### src/hdl/cdut_pkg.sv
// Shared types and constants for the civil date / epoch seconds converter.
// Holds the request and response word layouts, calendar constants and
// small lookup functions. No dependencies.
package cdut_pkg;

   typedef enum logic {
      CMD_DATE_TO_SECS = 1'b0,
      CMD_SECS_TO_DATE = 1'b1
   } cmd_type;

   typedef struct packed {
      logic        command;
      logic [11:0] year_in;
      logic [3:0]  month_in;
      logic [5:0]  day_in;
      logic [4:0]  hour_in;
      logic [5:0]  minute_in;
      logic [5:0]  second_in;
      logic [32:0] seconds_in;
   } req_type;

   typedef struct packed {
      logic        valid_res;
      logic [31:0] seconds_out;
      logic [11:0] year_out;
      logic [3:0]  month_out;
      logic [4:0]  day_out;
      logic [4:0]  hour_out;
      logic [5:0]  minute_out;
      logic [5:0]  second_out;
   } rsp_type;

   // Clamp limits
   localparam logic [11:0] YEAR_LOW     = 12'd1970;
   localparam logic [11:0] YEAR_HIGH    = 12'd2099;
   localparam logic [3:0]  MONTH_HIGH   = 4'd12;
   localparam logic [4:0]  DAY_HIGH     = 5'd31;
   localparam logic [4:0]  HOUR_HIGH    = 5'd23;
   localparam logic [5:0]  MINSEC_HIGH  = 6'd59;

   // Only eras 4 and 5 are reachable for the supported ranges
   localparam logic [11:0] ERA4_YEAR    = 12'd1600;
   localparam logic [11:0] ERA5_YEAR    = 12'd2000;
   localparam logic [19:0] DAYS_PER_ERA = 20'd146097;
   localparam logic [19:0] ERA4_DAYS    = 20'(4 * DAYS_PER_ERA);
   localparam logic [19:0] ERA5_DAYS    = 20'(5 * DAYS_PER_ERA);
   localparam logic [19:0] EPOCH_SHIFT  = 20'd719468;

   localparam logic [17:0] DAYS_PER_YEAR = 18'd365;
   localparam logic [17:0] DAYS_PER_CENT = 18'd36524;
   localparam logic [17:0] ERA_LAST_DAY  = 18'd146096;

   localparam logic [16:0] SECS_PER_DAY  = 17'd86400;
   localparam logic [16:0] SECS_PER_HOUR = 17'd3600;
   localparam logic [11:0] SECS_PER_MIN  = 12'd60;

   // Seconds per day split as 128 * 675
   localparam int unsigned SECS_DAY_SHIFT = 7;
   localparam logic [25:0] SECS_DAY_ODD   = 26'd675;

   // Reciprocals: ceil(2^k / d) with k = width(x) + width(d), exact floor
   localparam logic [26:0] RCP_675  = 27'(((64'd1 << 36) + 64'd674) / 64'd675);
   localparam logic [18:0] RCP_1460 = 19'(((64'd1 << 29) + 64'd1459) / 64'd1460);
   localparam logic [17:0] RCP_3600 = 18'(((64'd1 << 29) + 64'd3599) / 64'd3600);
   localparam logic [18:0] RCP_365  = 19'(((64'd1 << 27) + 64'd364) / 64'd365);
   localparam logic [12:0] RCP_60   = 13'(((64'd1 << 18) + 64'd59) / 64'd60);
   localparam logic [11:0] RCP_153  = 12'(((64'd1 << 19) + 64'd152) / 64'd153);

   // First day of year (March based) for month index 0..11
   function automatic logic [8:0] month_start(input logic [3:0] mi);
      logic [8:0] res;
      unique case (mi)
         4'd0:    res = 9'd0;
         4'd1:    res = 9'd31;
         4'd2:    res = 9'd61;
         4'd3:    res = 9'd92;
         4'd4:    res = 9'd122;
         4'd5:    res = 9'd153;
         4'd6:    res = 9'd184;
         4'd7:    res = 9'd214;
         4'd8:    res = 9'd245;
         4'd9:    res = 9'd275;
         4'd10:   res = 9'd306;
         4'd11:   res = 9'd337;
         default: res = 9'd0;
      endcase
      return res;
   endfunction

   // Year of era divided by 100, year of era below 400
   function automatic logic [1:0] yoe_div100(input logic [8:0] yoe);
      logic [1:0] res;
      priority if (yoe >= 9'd300) res = 2'd3;
      else if (yoe >= 9'd200)     res = 2'd2;
      else if (yoe >= 9'd100)     res = 2'd1;
      else                        res = 2'd0;
      return res;
   endfunction

endpackage

### src/hdl/civil_date_unix_time_convert_core.sv
// Civil date / Unix epoch seconds converter, eight-stage pipeline.
// Depends on cdut_pkg for word layouts, constants and lookup functions.
//
// Takes one request word per clock unless a held output has filled the pipeline, and
// returns one response word per request, in order. The stage count is set by the
// seconds-to-date path: the divisions by 86400, 1460, 365, 3600, 60 and 153 are constant
// reciprocal multiplies, each followed by a register, and they chain through the stages.
// Every stage has its own valid bit and moves whenever the stage after it is empty or
// moving, so bubbles close up while rsp_ready is low and req_ready stays high until the
// pipeline is full. No state is kept between words.
module civil_date_unix_time_convert_core (
   input  logic              clock,
   input  logic              reset,
   input  logic              req_valid,
   output logic              req_ready,
   input  cdut_pkg::req_type req_word,
   output logic              rsp_valid,
   input  logic              rsp_ready,
   output cdut_pkg::rsp_type rsp_word
);

   typedef struct packed {
      logic        cmd;
      logic        ok;
      logic        f_era5;
      logic [8:0]  f_yoe;
      logic [3:0]  f_mi;
      logic [4:0]  f_day;
      logic [4:0]  f_hour;
      logic [5:0]  f_min;
      logic [5:0]  f_sec;
      logic [25:0] b_q1;
      logic [6:0]  b_r1;
      logic [16:0] b_days;
   } s1_type;

   typedef struct packed {
      logic        cmd;
      logic        ok;
      logic [16:0] f_days;
      logic [16:0] f_hms;
      logic [16:0] b_rem;
      logic        b_era5;
      logic [17:0] b_doe;
   } s2_type;

   typedef struct packed {
      logic        cmd;
      logic        ok;
      logic [31:0] f_secs;
      logic [17:0] b_doe;
      logic        b_era5;
      logic [16:0] b_rem;
      logic [6:0]  b_c1460;
      logic [2:0]  b_c36524;
      logic        b_c146096;
      logic [4:0]  b_hh;
   } s3_type;

   typedef struct packed {
      logic        cmd;
      logic        ok;
      logic [31:0] f_secs;
      logic [17:0] b_doe;
      logic        b_era5;
      logic [17:0] b_ynum;
      logic [11:0] b_rm;
      logic [4:0]  b_hh;
   } s4_type;

   typedef struct packed {
      logic        cmd;
      logic        ok;
      logic [31:0] f_secs;
      logic [17:0] b_doe;
      logic        b_era5;
      logic [8:0]  b_yoe;
      logic [11:0] b_rm;
      logic [5:0]  b_mn;
      logic [4:0]  b_hh;
   } s5_type;

   typedef struct packed {
      logic        cmd;
      logic        ok;
      logic [31:0] f_secs;
      logic [8:0]  b_doy;
      logic [11:0] b_yy;
      logic [4:0]  b_hh;
      logic [5:0]  b_mn;
      logic [5:0]  b_ss;
   } s6_type;

   typedef struct packed {
      logic        cmd;
      logic        ok;
      logic [31:0] f_secs;
      logic [8:0]  b_doy;
      logic [11:0] b_yy;
      logic [3:0]  b_mp;
      logic [4:0]  b_hh;
      logic [5:0]  b_mn;
      logic [5:0]  b_ss;
   } s7_type;

   // Stage control
   logic [6:0] vld_ff;
   logic [6:0] vld_in;
   logic [7:0] stage_en;
   logic       rsp_valid_ff;
   logic       rsp_valid_in;

   s1_type s1_in, s1_ff;
   s2_type s2_in, s2_ff;
   s3_type s3_in, s3_ff;
   s4_type s4_in, s4_ff;
   s5_type s5_in, s5_ff;
   s6_type s6_in, s6_ff;
   s7_type s7_in, s7_ff;
   cdut_pkg::rsp_type rsp_in, rsp_ff;

   // Stage 1 temporaries
   logic [11:0] yr_clamp;
   logic [3:0]  mon_clamp;
   logic [11:0] yr_shift;
   logic        yr_era5;
   logic [52:0] prod_675;
   // Stage 2 temporaries
   logic [17:0] f_doe;
   logic [19:0] f_days_wide;
   logic [25:0] b_day_secs;
   logic [25:0] b_rem_wide;
   logic [19:0] b_z;
   logic        b_z_era5;
   logic [19:0] b_doe_wide;
   // Stage 3 temporaries
   logic [33:0] f_secs_wide;
   logic [36:0] prod_1460;
   logic [34:0] prod_3600;
   // Stage 4 temporaries
   logic [16:0] b_rm_wide;
   // Stage 5 temporaries
   logic [36:0] prod_365;
   logic [24:0] prod_60;
   // Stage 6 temporaries
   logic [17:0] b_year_start;
   logic [17:0] b_doy_wide;
   logic [11:0] b_ss_wide;
   // Stage 7 temporaries
   logic [10:0] b_mp_num;
   logic [22:0] prod_153;
   // Output temporaries
   logic [8:0]  o_day_wide;
   logic [3:0]  o_month;
   logic [11:0] o_year;

   // Each stage loads when it is empty or its content moves on
   always_comb begin
      stage_en[7] = !rsp_valid_ff || rsp_ready;
      for (int k = 6; k >= 0; k--) begin
         stage_en[k] = !vld_ff[k] || stage_en[k+1];
      end
   end

   assign req_ready = stage_en[0];

   always_comb begin
      vld_in = vld_ff;
      if (stage_en[0]) vld_in[0] = req_valid;
      for (int k = 1; k < 7; k++) begin
         if (stage_en[k]) vld_in[k] = vld_ff[k-1];
      end
      rsp_valid_in = stage_en[7] ? vld_ff[6] : rsp_valid_ff;
   end

   // Stage 1: validate and clamp the date, compute the day count of the timestamp
   always_comb begin
      yr_clamp = (req_word.year_in < cdut_pkg::YEAR_LOW) ? cdut_pkg::YEAR_LOW :
                 (req_word.year_in > cdut_pkg::YEAR_HIGH) ? cdut_pkg::YEAR_HIGH :
                 req_word.year_in;
      mon_clamp = (req_word.month_in > cdut_pkg::MONTH_HIGH) ? cdut_pkg::MONTH_HIGH :
                  req_word.month_in;
      yr_shift = yr_clamp - ((mon_clamp <= 4'd2) ? 12'd1 : 12'd0);
      yr_era5  = (yr_shift >= cdut_pkg::ERA5_YEAR);
      prod_675 = 53'(req_word.seconds_in[32:cdut_pkg::SECS_DAY_SHIFT]) *
                 53'(cdut_pkg::RCP_675);

      s1_in.cmd = req_word.command;
      if (req_word.command == cdut_pkg::CMD_SECS_TO_DATE) begin
         s1_in.ok = (req_word.seconds_in != 33'd0);
      end else begin
         s1_in.ok = (req_word.year_in != 12'd0) && (req_word.month_in != 4'd0) &&
                    (req_word.day_in != 6'd0);
      end
      s1_in.f_era5 = yr_era5;
      s1_in.f_yoe  = 9'(yr_shift - (yr_era5 ? cdut_pkg::ERA5_YEAR : cdut_pkg::ERA4_YEAR));
      s1_in.f_mi   = (mon_clamp > 4'd2) ? (mon_clamp - 4'd3) : (mon_clamp + 4'd9);
      s1_in.f_day  = (req_word.day_in > 6'(cdut_pkg::DAY_HIGH)) ? cdut_pkg::DAY_HIGH :
                     req_word.day_in[4:0];
      s1_in.f_hour = (req_word.hour_in > cdut_pkg::HOUR_HIGH) ? cdut_pkg::HOUR_HIGH :
                     req_word.hour_in;
      s1_in.f_min  = (req_word.minute_in > cdut_pkg::MINSEC_HIGH) ? cdut_pkg::MINSEC_HIGH :
                     req_word.minute_in;
      s1_in.f_sec  = (req_word.second_in > cdut_pkg::MINSEC_HIGH) ? cdut_pkg::MINSEC_HIGH :
                     req_word.second_in;
      s1_in.b_q1   = req_word.seconds_in[32:cdut_pkg::SECS_DAY_SHIFT];
      s1_in.b_r1   = req_word.seconds_in[cdut_pkg::SECS_DAY_SHIFT-1:0];
      s1_in.b_days = prod_675[52:36];
   end

   // Stage 2: day count of the date; seconds of day and day of era of the timestamp
   always_comb begin
      f_doe = s1_ff.f_yoe * cdut_pkg::DAYS_PER_YEAR + 18'(s1_ff.f_yoe >> 2)
              - 18'(cdut_pkg::yoe_div100(s1_ff.f_yoe))
              + 18'(cdut_pkg::month_start(s1_ff.f_mi)) + 18'(s1_ff.f_day) - 18'd1;
      f_days_wide = (s1_ff.f_era5 ? cdut_pkg::ERA5_DAYS : cdut_pkg::ERA4_DAYS)
                    + 20'(f_doe) - cdut_pkg::EPOCH_SHIFT;
      b_day_secs = 26'(s1_ff.b_days) * cdut_pkg::SECS_DAY_ODD;
      b_rem_wide = s1_ff.b_q1 - b_day_secs;
      b_z        = 20'(s1_ff.b_days) + cdut_pkg::EPOCH_SHIFT;
      b_z_era5   = (b_z >= cdut_pkg::ERA5_DAYS);
      b_doe_wide = b_z - (b_z_era5 ? cdut_pkg::ERA5_DAYS : cdut_pkg::ERA4_DAYS);

      s2_in.cmd    = s1_ff.cmd;
      s2_in.ok     = s1_ff.ok;
      s2_in.f_days = f_days_wide[16:0];
      s2_in.f_hms  = 17'(s1_ff.f_hour) * cdut_pkg::SECS_PER_HOUR
                     + 17'(s1_ff.f_min) * 17'(cdut_pkg::SECS_PER_MIN) + 17'(s1_ff.f_sec);
      s2_in.b_rem  = {b_rem_wide[9:0], s1_ff.b_r1};
      s2_in.b_era5 = b_z_era5;
      s2_in.b_doe  = b_doe_wide[17:0];
   end

   // Stage 3: epoch seconds of the date; leap corrections and hour of the timestamp
   always_comb begin
      f_secs_wide = 34'(s2_ff.f_days) * 34'(cdut_pkg::SECS_PER_DAY) + 34'(s2_ff.f_hms);
      prod_1460   = 37'(s2_ff.b_doe) * 37'(cdut_pkg::RCP_1460);
      prod_3600   = 35'(s2_ff.b_rem) * 35'(cdut_pkg::RCP_3600);

      s3_in.cmd     = s2_ff.cmd;
      s3_in.ok      = s2_ff.ok;
      s3_in.f_secs  = f_secs_wide[31:0];
      s3_in.b_doe   = s2_ff.b_doe;
      s3_in.b_era5  = s2_ff.b_era5;
      s3_in.b_rem   = s2_ff.b_rem;
      s3_in.b_c1460 = prod_1460[35:29];
      priority if (s2_ff.b_doe >= 18'(4 * cdut_pkg::DAYS_PER_CENT)) s3_in.b_c36524 = 3'd4;
      else if (s2_ff.b_doe >= 18'(3 * cdut_pkg::DAYS_PER_CENT))     s3_in.b_c36524 = 3'd3;
      else if (s2_ff.b_doe >= 18'(2 * cdut_pkg::DAYS_PER_CENT))     s3_in.b_c36524 = 3'd2;
      else if (s2_ff.b_doe >= cdut_pkg::DAYS_PER_CENT)               s3_in.b_c36524 = 3'd1;
      else                                                           s3_in.b_c36524 = 3'd0;
      s3_in.b_c146096 = (s2_ff.b_doe == cdut_pkg::ERA_LAST_DAY);
      s3_in.b_hh      = prod_3600[33:29];
   end

   // Stage 4: leap-free day count; seconds within the hour
   always_comb begin
      b_rm_wide = s3_ff.b_rem - 17'(s3_ff.b_hh) * cdut_pkg::SECS_PER_HOUR;

      s4_in.cmd    = s3_ff.cmd;
      s4_in.ok     = s3_ff.ok;
      s4_in.f_secs = s3_ff.f_secs;
      s4_in.b_doe  = s3_ff.b_doe;
      s4_in.b_era5 = s3_ff.b_era5;
      s4_in.b_ynum = s3_ff.b_doe - 18'(s3_ff.b_c1460) + 18'(s3_ff.b_c36524)
                     - 18'(s3_ff.b_c146096);
      s4_in.b_rm   = b_rm_wide[11:0];
      s4_in.b_hh   = s3_ff.b_hh;
   end

   // Stage 5: year of era; minute
   always_comb begin
      prod_365 = 37'(s4_ff.b_ynum) * 37'(cdut_pkg::RCP_365);
      prod_60  = 25'(s4_ff.b_rm) * 25'(cdut_pkg::RCP_60);

      s5_in.cmd    = s4_ff.cmd;
      s5_in.ok     = s4_ff.ok;
      s5_in.f_secs = s4_ff.f_secs;
      s5_in.b_doe  = s4_ff.b_doe;
      s5_in.b_era5 = s4_ff.b_era5;
      s5_in.b_yoe  = prod_365[35:27];
      s5_in.b_rm   = s4_ff.b_rm;
      s5_in.b_mn   = prod_60[23:18];
      s5_in.b_hh   = s4_ff.b_hh;
   end

   // Stage 6: day of year, March-based year; second
   always_comb begin
      b_year_start = s5_ff.b_yoe * cdut_pkg::DAYS_PER_YEAR + 18'(s5_ff.b_yoe >> 2)
                     - 18'(cdut_pkg::yoe_div100(s5_ff.b_yoe));
      b_doy_wide   = s5_ff.b_doe - b_year_start;
      b_ss_wide    = s5_ff.b_rm - 12'(s5_ff.b_mn) * cdut_pkg::SECS_PER_MIN;

      s6_in.cmd    = s5_ff.cmd;
      s6_in.ok     = s5_ff.ok;
      s6_in.f_secs = s5_ff.f_secs;
      s6_in.b_doy  = b_doy_wide[8:0];
      s6_in.b_yy   = 12'(s5_ff.b_yoe)
                     + (s5_ff.b_era5 ? cdut_pkg::ERA5_YEAR : cdut_pkg::ERA4_YEAR);
      s6_in.b_hh   = s5_ff.b_hh;
      s6_in.b_mn   = s5_ff.b_mn;
      s6_in.b_ss   = b_ss_wide[5:0];
   end

   // Stage 7: month index from day of year
   always_comb begin
      b_mp_num = 11'(s6_ff.b_doy) * 11'd5 + 11'd2;
      prod_153 = 23'(b_mp_num) * 23'(cdut_pkg::RCP_153);

      s7_in.cmd    = s6_ff.cmd;
      s7_in.ok     = s6_ff.ok;
      s7_in.f_secs = s6_ff.f_secs;
      s7_in.b_doy  = s6_ff.b_doy;
      s7_in.b_yy   = s6_ff.b_yy;
      s7_in.b_mp   = prod_153[22:19];
      s7_in.b_hh   = s6_ff.b_hh;
      s7_in.b_mn   = s6_ff.b_mn;
      s7_in.b_ss   = s6_ff.b_ss;
   end

   // Output: day and calendar month, January and February fall in the next year
   always_comb begin
      o_day_wide = s7_ff.b_doy - cdut_pkg::month_start(s7_ff.b_mp) + 9'd1;
      o_month    = (s7_ff.b_mp < 4'd10) ? (s7_ff.b_mp + 4'd3) : (s7_ff.b_mp - 4'd9);
      o_year     = s7_ff.b_yy + ((o_month <= 4'd2) ? 12'd1 : 12'd0);

      rsp_in           = '0;
      rsp_in.valid_res = s7_ff.ok;
      if (s7_ff.ok) begin
         if (s7_ff.cmd == cdut_pkg::CMD_SECS_TO_DATE) begin
            rsp_in.year_out   = o_year;
            rsp_in.month_out  = o_month;
            rsp_in.day_out    = o_day_wide[4:0];
            rsp_in.hour_out   = s7_ff.b_hh;
            rsp_in.minute_out = s7_ff.b_mn;
            rsp_in.second_out = s7_ff.b_ss;
         end else begin
            rsp_in.seconds_out = s7_ff.f_secs;
         end
      end
   end

   always_ff @(posedge clock) begin
      if (reset) begin
         vld_ff       <= '0;
         rsp_valid_ff <= 1'b0;
      end else begin
         vld_ff       <= vld_in;
         rsp_valid_ff <= rsp_valid_in;
      end
   end

   // Payload: advance each stage only when its enable is up
   always_ff @(posedge clock) begin
      if (stage_en[0]) s1_ff  <= s1_in;
      if (stage_en[1]) s2_ff  <= s2_in;
      if (stage_en[2]) s3_ff  <= s3_in;
      if (stage_en[3]) s4_ff  <= s4_in;
      if (stage_en[4]) s5_ff  <= s5_in;
      if (stage_en[5]) s6_ff  <= s6_in;
      if (stage_en[6]) s7_ff  <= s7_in;
      if (stage_en[7]) rsp_ff <= rsp_in;
   end

   assign rsp_valid = rsp_valid_ff;
   assign rsp_word  = rsp_ff;

   // A held output word must not block an empty first stage
   a_bubble_accept: assert property (@(posedge clock) disable iff (reset)
      (!vld_ff[0]) |-> req_ready)
      else $error("first stage empty but request not taken");

   // Date fields of a delivered word stay in calendar range
   a_date_range: assert property (@(posedge clock) disable iff (reset)
      (rsp_valid && rsp_word.month_out != 4'd0) |->
      (rsp_word.month_out <= 4'd12 && rsp_word.day_out != 5'd0 &&
       rsp_word.hour_out <= 5'd23 && rsp_word.minute_out <= 6'd59 &&
       rsp_word.second_out <= 6'd59 && rsp_word.year_out >= 12'd1970))
      else $error("date field out of range");

   // Seconds and date results never appear in the same word
   a_result_excl: assert property (@(posedge clock) disable iff (reset)
      (rsp_valid && rsp_word.seconds_out != 32'd0) |->
      (rsp_word.year_out == 12'd0 && rsp_word.month_out == 4'd0 && rsp_word.valid_res))
      else $error("seconds and date both present");

   // A full pipeline under output stall takes nothing new
   a_full_stall: assert property (@(posedge clock) disable iff (reset)
      (rsp_valid && !rsp_ready && (&vld_ff)) |-> !req_ready)
      else $error("request taken while pipeline full and stalled");

endmodule
### config.mk
export PLATFORM = sky130hd
export DESIGN_NAME = civil_date_unix_time_convert_core
export DESIGN_NICKNAME = d
export VERILOG_FILES = /design/src/hdl/cdut_pkg.sv /design/src/hdl/civil_date_unix_time_convert_core.sv
export SDC_FILE = /design/constraint.sdc
export NUM_CORES = 2
export LEC_CHECK = 0
export ABC_AREA = 0
export BUFFER_PORTS_ARGS = -buffer_cell sky130_fd_sc_hd__buf_2
export CORE_MARGIN = 2
export CORE_UTILIZATION = 55
export CTS_BUF_LIST = sky130_fd_sc_hd__clkbuf_8
export DETAILED_ROUTE_END_ITERATION = 10
export PLACE_DENSITY = 0.72
export SYNTH_ARGS = -nofsm -noshare
export SYNTH_HDL_FRONTEND = slang
export SYNTH_SLANG_ARGS = --single-unit
### constraint.sdc
create_clock -name clock -period 10.1 [get_ports clock]
set_input_delay 0 -clock clock [delete_from_list [all_inputs] [get_ports clock]]
set_output_delay 0 -clock clock [all_outputs]
set_load 0.1 [all_outputs]
==> impl_metrics.toml <==
[status]
outcome = "finished clean"

[min_path]
hold_end = "rsp_valid"
worst_hold_startpoint = "rsp_ready"
worstHoldPathCells = 5
hp-class = "in -> reg"

[yosys]
ys.flop_type = "edfxtp_1"
synth_cells = 5175
syn_area_sq_um = 61200
synth_seq_area_share = 0.296
syn_avg_cell_area_sq_um = 11.8
ys_ff_latch = 611
yosysWarnings = 0
synthesis.nets = 7220
yosys.cell_types.count = 98
synth_edf_count = 589
synthArstFlopShare = 0

[die]
io_pins = 150
start_util = 0.554
core_sq_um = 111000
num_rows = 122
die_x_um = 338
dieArea_sq_um = 114000
die_h_um = 338

[setup_path]
cp_max_fo = 6
endpoint_kind = "flip-flop"
cp-start-kind = "flip-flop"
cp_common_cell = "ha_1"
cp.required_ns = 10.81
worstRegToRegCells = 30
max_stage_delay_ns = 0.54
cp_data_arrival_time_ns = 8.42
crit_family = "adder cells"
reg2reg_from = "s6_ff[30]"
path_buf_inv = 3
cp_slowest_cell = "fa_1"
critical_path_class = "reg -> reg"
rrSetupSlack_ns = 2.39

[sta]
setup_viol = 0
min_period_ns = 7.71
max_freq_mhz = 130
hold_viol_final = 0
fin_skew_ns = 0.0509
rsz0062_at_grt = "false"
worstMarginPinSlew_ns = 1.08
period_share = 0.763
relSlewSlack = 0.281
slew_viol_final = 0
finalSetupTns_ns = 0

[clocking]
cts-root-buf = "clkbuf_8"
cts_resized = 0
path_clk_slew_ns = 0.06
clockBufferDepth = 3
cts_hold_buffers = 103
cts_tree = "done"
cts_setup_buffers = 0
cts.sinks = 611
clk_latency_ns = 0.77
cts_htree_levels = 3
cts_buffers = 104

[cells_and_area]
design_area_sq_um = 67000
final_nets = 7571
drive_gt1_frac = 0.0652
syn_to_final_growth_pct = 9.44
final_util = 0.606
final_cell_mix = "ha_1, inv_1, fa_1"
final_common_cell = "ha_1"

[detailed_routing]
detail_route.wl_per_cell_um = 16.3
viasPerCell = 5.12
via_count = 36383
wl_um = 116000
drc = 0
first_pass_iters = 7
drt_iter0_markers = 1600
drtAntennaViolNets = 0

[global_routing]
antenna_found_initial = 6
grt_overflow = 0
grt_max_degree = 74
grt_use_total = 0.215
grt_pass1_vias = 39314
grt_pass1_wl_um = 195000

[place]
io_buffers = 149
gp_congestion = 0.913
dp_hpwl_um = 94900
placed_cell_area_sq_um = 63900

[run]
max_cap_violations = 0
## routing by layer
metal,vias to the layer above,GRT usage,share of wire,wire length [um]
met1,17736,0.275,0.44,50900
met5,-,0,0.00011,13
met2,597,0.377,0.49,56800
met4,2,0.0617,0.026,2960
met3,170,0.0351,0.044,5080
li1,17878,-,-,-
## flip-flops by register name, summed over array words and instances, names as in the netlist, 7 cells and up, named ones only
| signal | flops |
|---|---|
| s5_ff | 70 |
| s7_ff | 71 |
| s2_ff | 72 |
| s3_ff | 81 |
| s4_ff | 79 |
| s6_ff | 72 |
| vld_ff | 7 |
| rsp_word | 71 |
| s1_ff | 72 |
## cells by family after synthesis
group / synth area share
fa+ha+maj: 0.483
buf+inv: 0.0767
flops: 0.296
simple gates: 0.0466
compound gates: 0.0575
xor+xnor: 0.0386
mux: 0.00190
## cell type report
type | instances | area, sq um
Antenna cell | 2 | 5.00
Clock buffer | 114 | 1570
Clock inverter | 83 | 510
Fill cell | 8856 | 43500
Inverter | 1233 | 4630
Multi-Input combinational cell | 3314 | 38400
Sequential cell | 611 | 18100
Tap cell | 1488 | 1860
Timing Repair Buffer | 262 | 1850
## worst register-to-register path: cells and delay by family (launching register included)
kind | cells | cell delay [ns]
AOI/OAI and AO/OA | 12 | 2.28
xor gates and xnor gates | 2 | 0.33
adders and majority gates | 9 | 3.53
buffers and inverters | 3 | 0.27
DFF | 1 | 0.49
muxes | 2 | 0.53
and+or+nand+nor | 2 | 0.20
## worst max path at each step
stage               startpoint         to  slack [ns]  cells after the start
floorplan            rsp_valid  flip-flop        0.48                     11
global placement     s6_ff[30]  flip-flop        2.54                     29
detailed placement   s6_ff[30]  flip-flop        2.38                     29
CTS                  s6_ff[30]  flip-flop        2.35                     29
global route         s6_ff[30]  flip-flop        1.80                     29
finish               s6_ff[30]  flip-flop        2.39                     30
## through the flow
stage	cells	hold slack, ns	setup slack (ns)
after floorplan	5175	0.0989	0.484
after global placement	6805	0.199	2.54
after detailed placement	6805	0.194	2.38
after CTS	7105	0.00679	2.35
after global routing	7107	0.0871	1.80
final	7107	0.116	2.39
## Yosys cell counts (all sizes together) (38+ instances only)
| master | number | area (sq um) |
|---|---|---|
| ha | 1312 | 16400 |
| xnor2 | 198 | 1740 |
| nor3 | 48 | 250 |
| inv | 1232 | 4620 |
| a21o | 65 | 488 |
| a21oi | 152 | 780 |
| nand2 | 99 | 374 |
| xor2 | 71 | 622 |
| nand3 | 40 | 205 |
| nor2 | 136 | 515 |
| and2 | 38 | 238 |
| o21ai | 96 | 484 |
| edfxtp | 589 | 17700 |
| fa | 656 | 13100 |
| and3 | 38 | 238 |
Power is not shown: default switching activity piles up to over one toggle a cycle in this logic, so the estimate is an artifact.
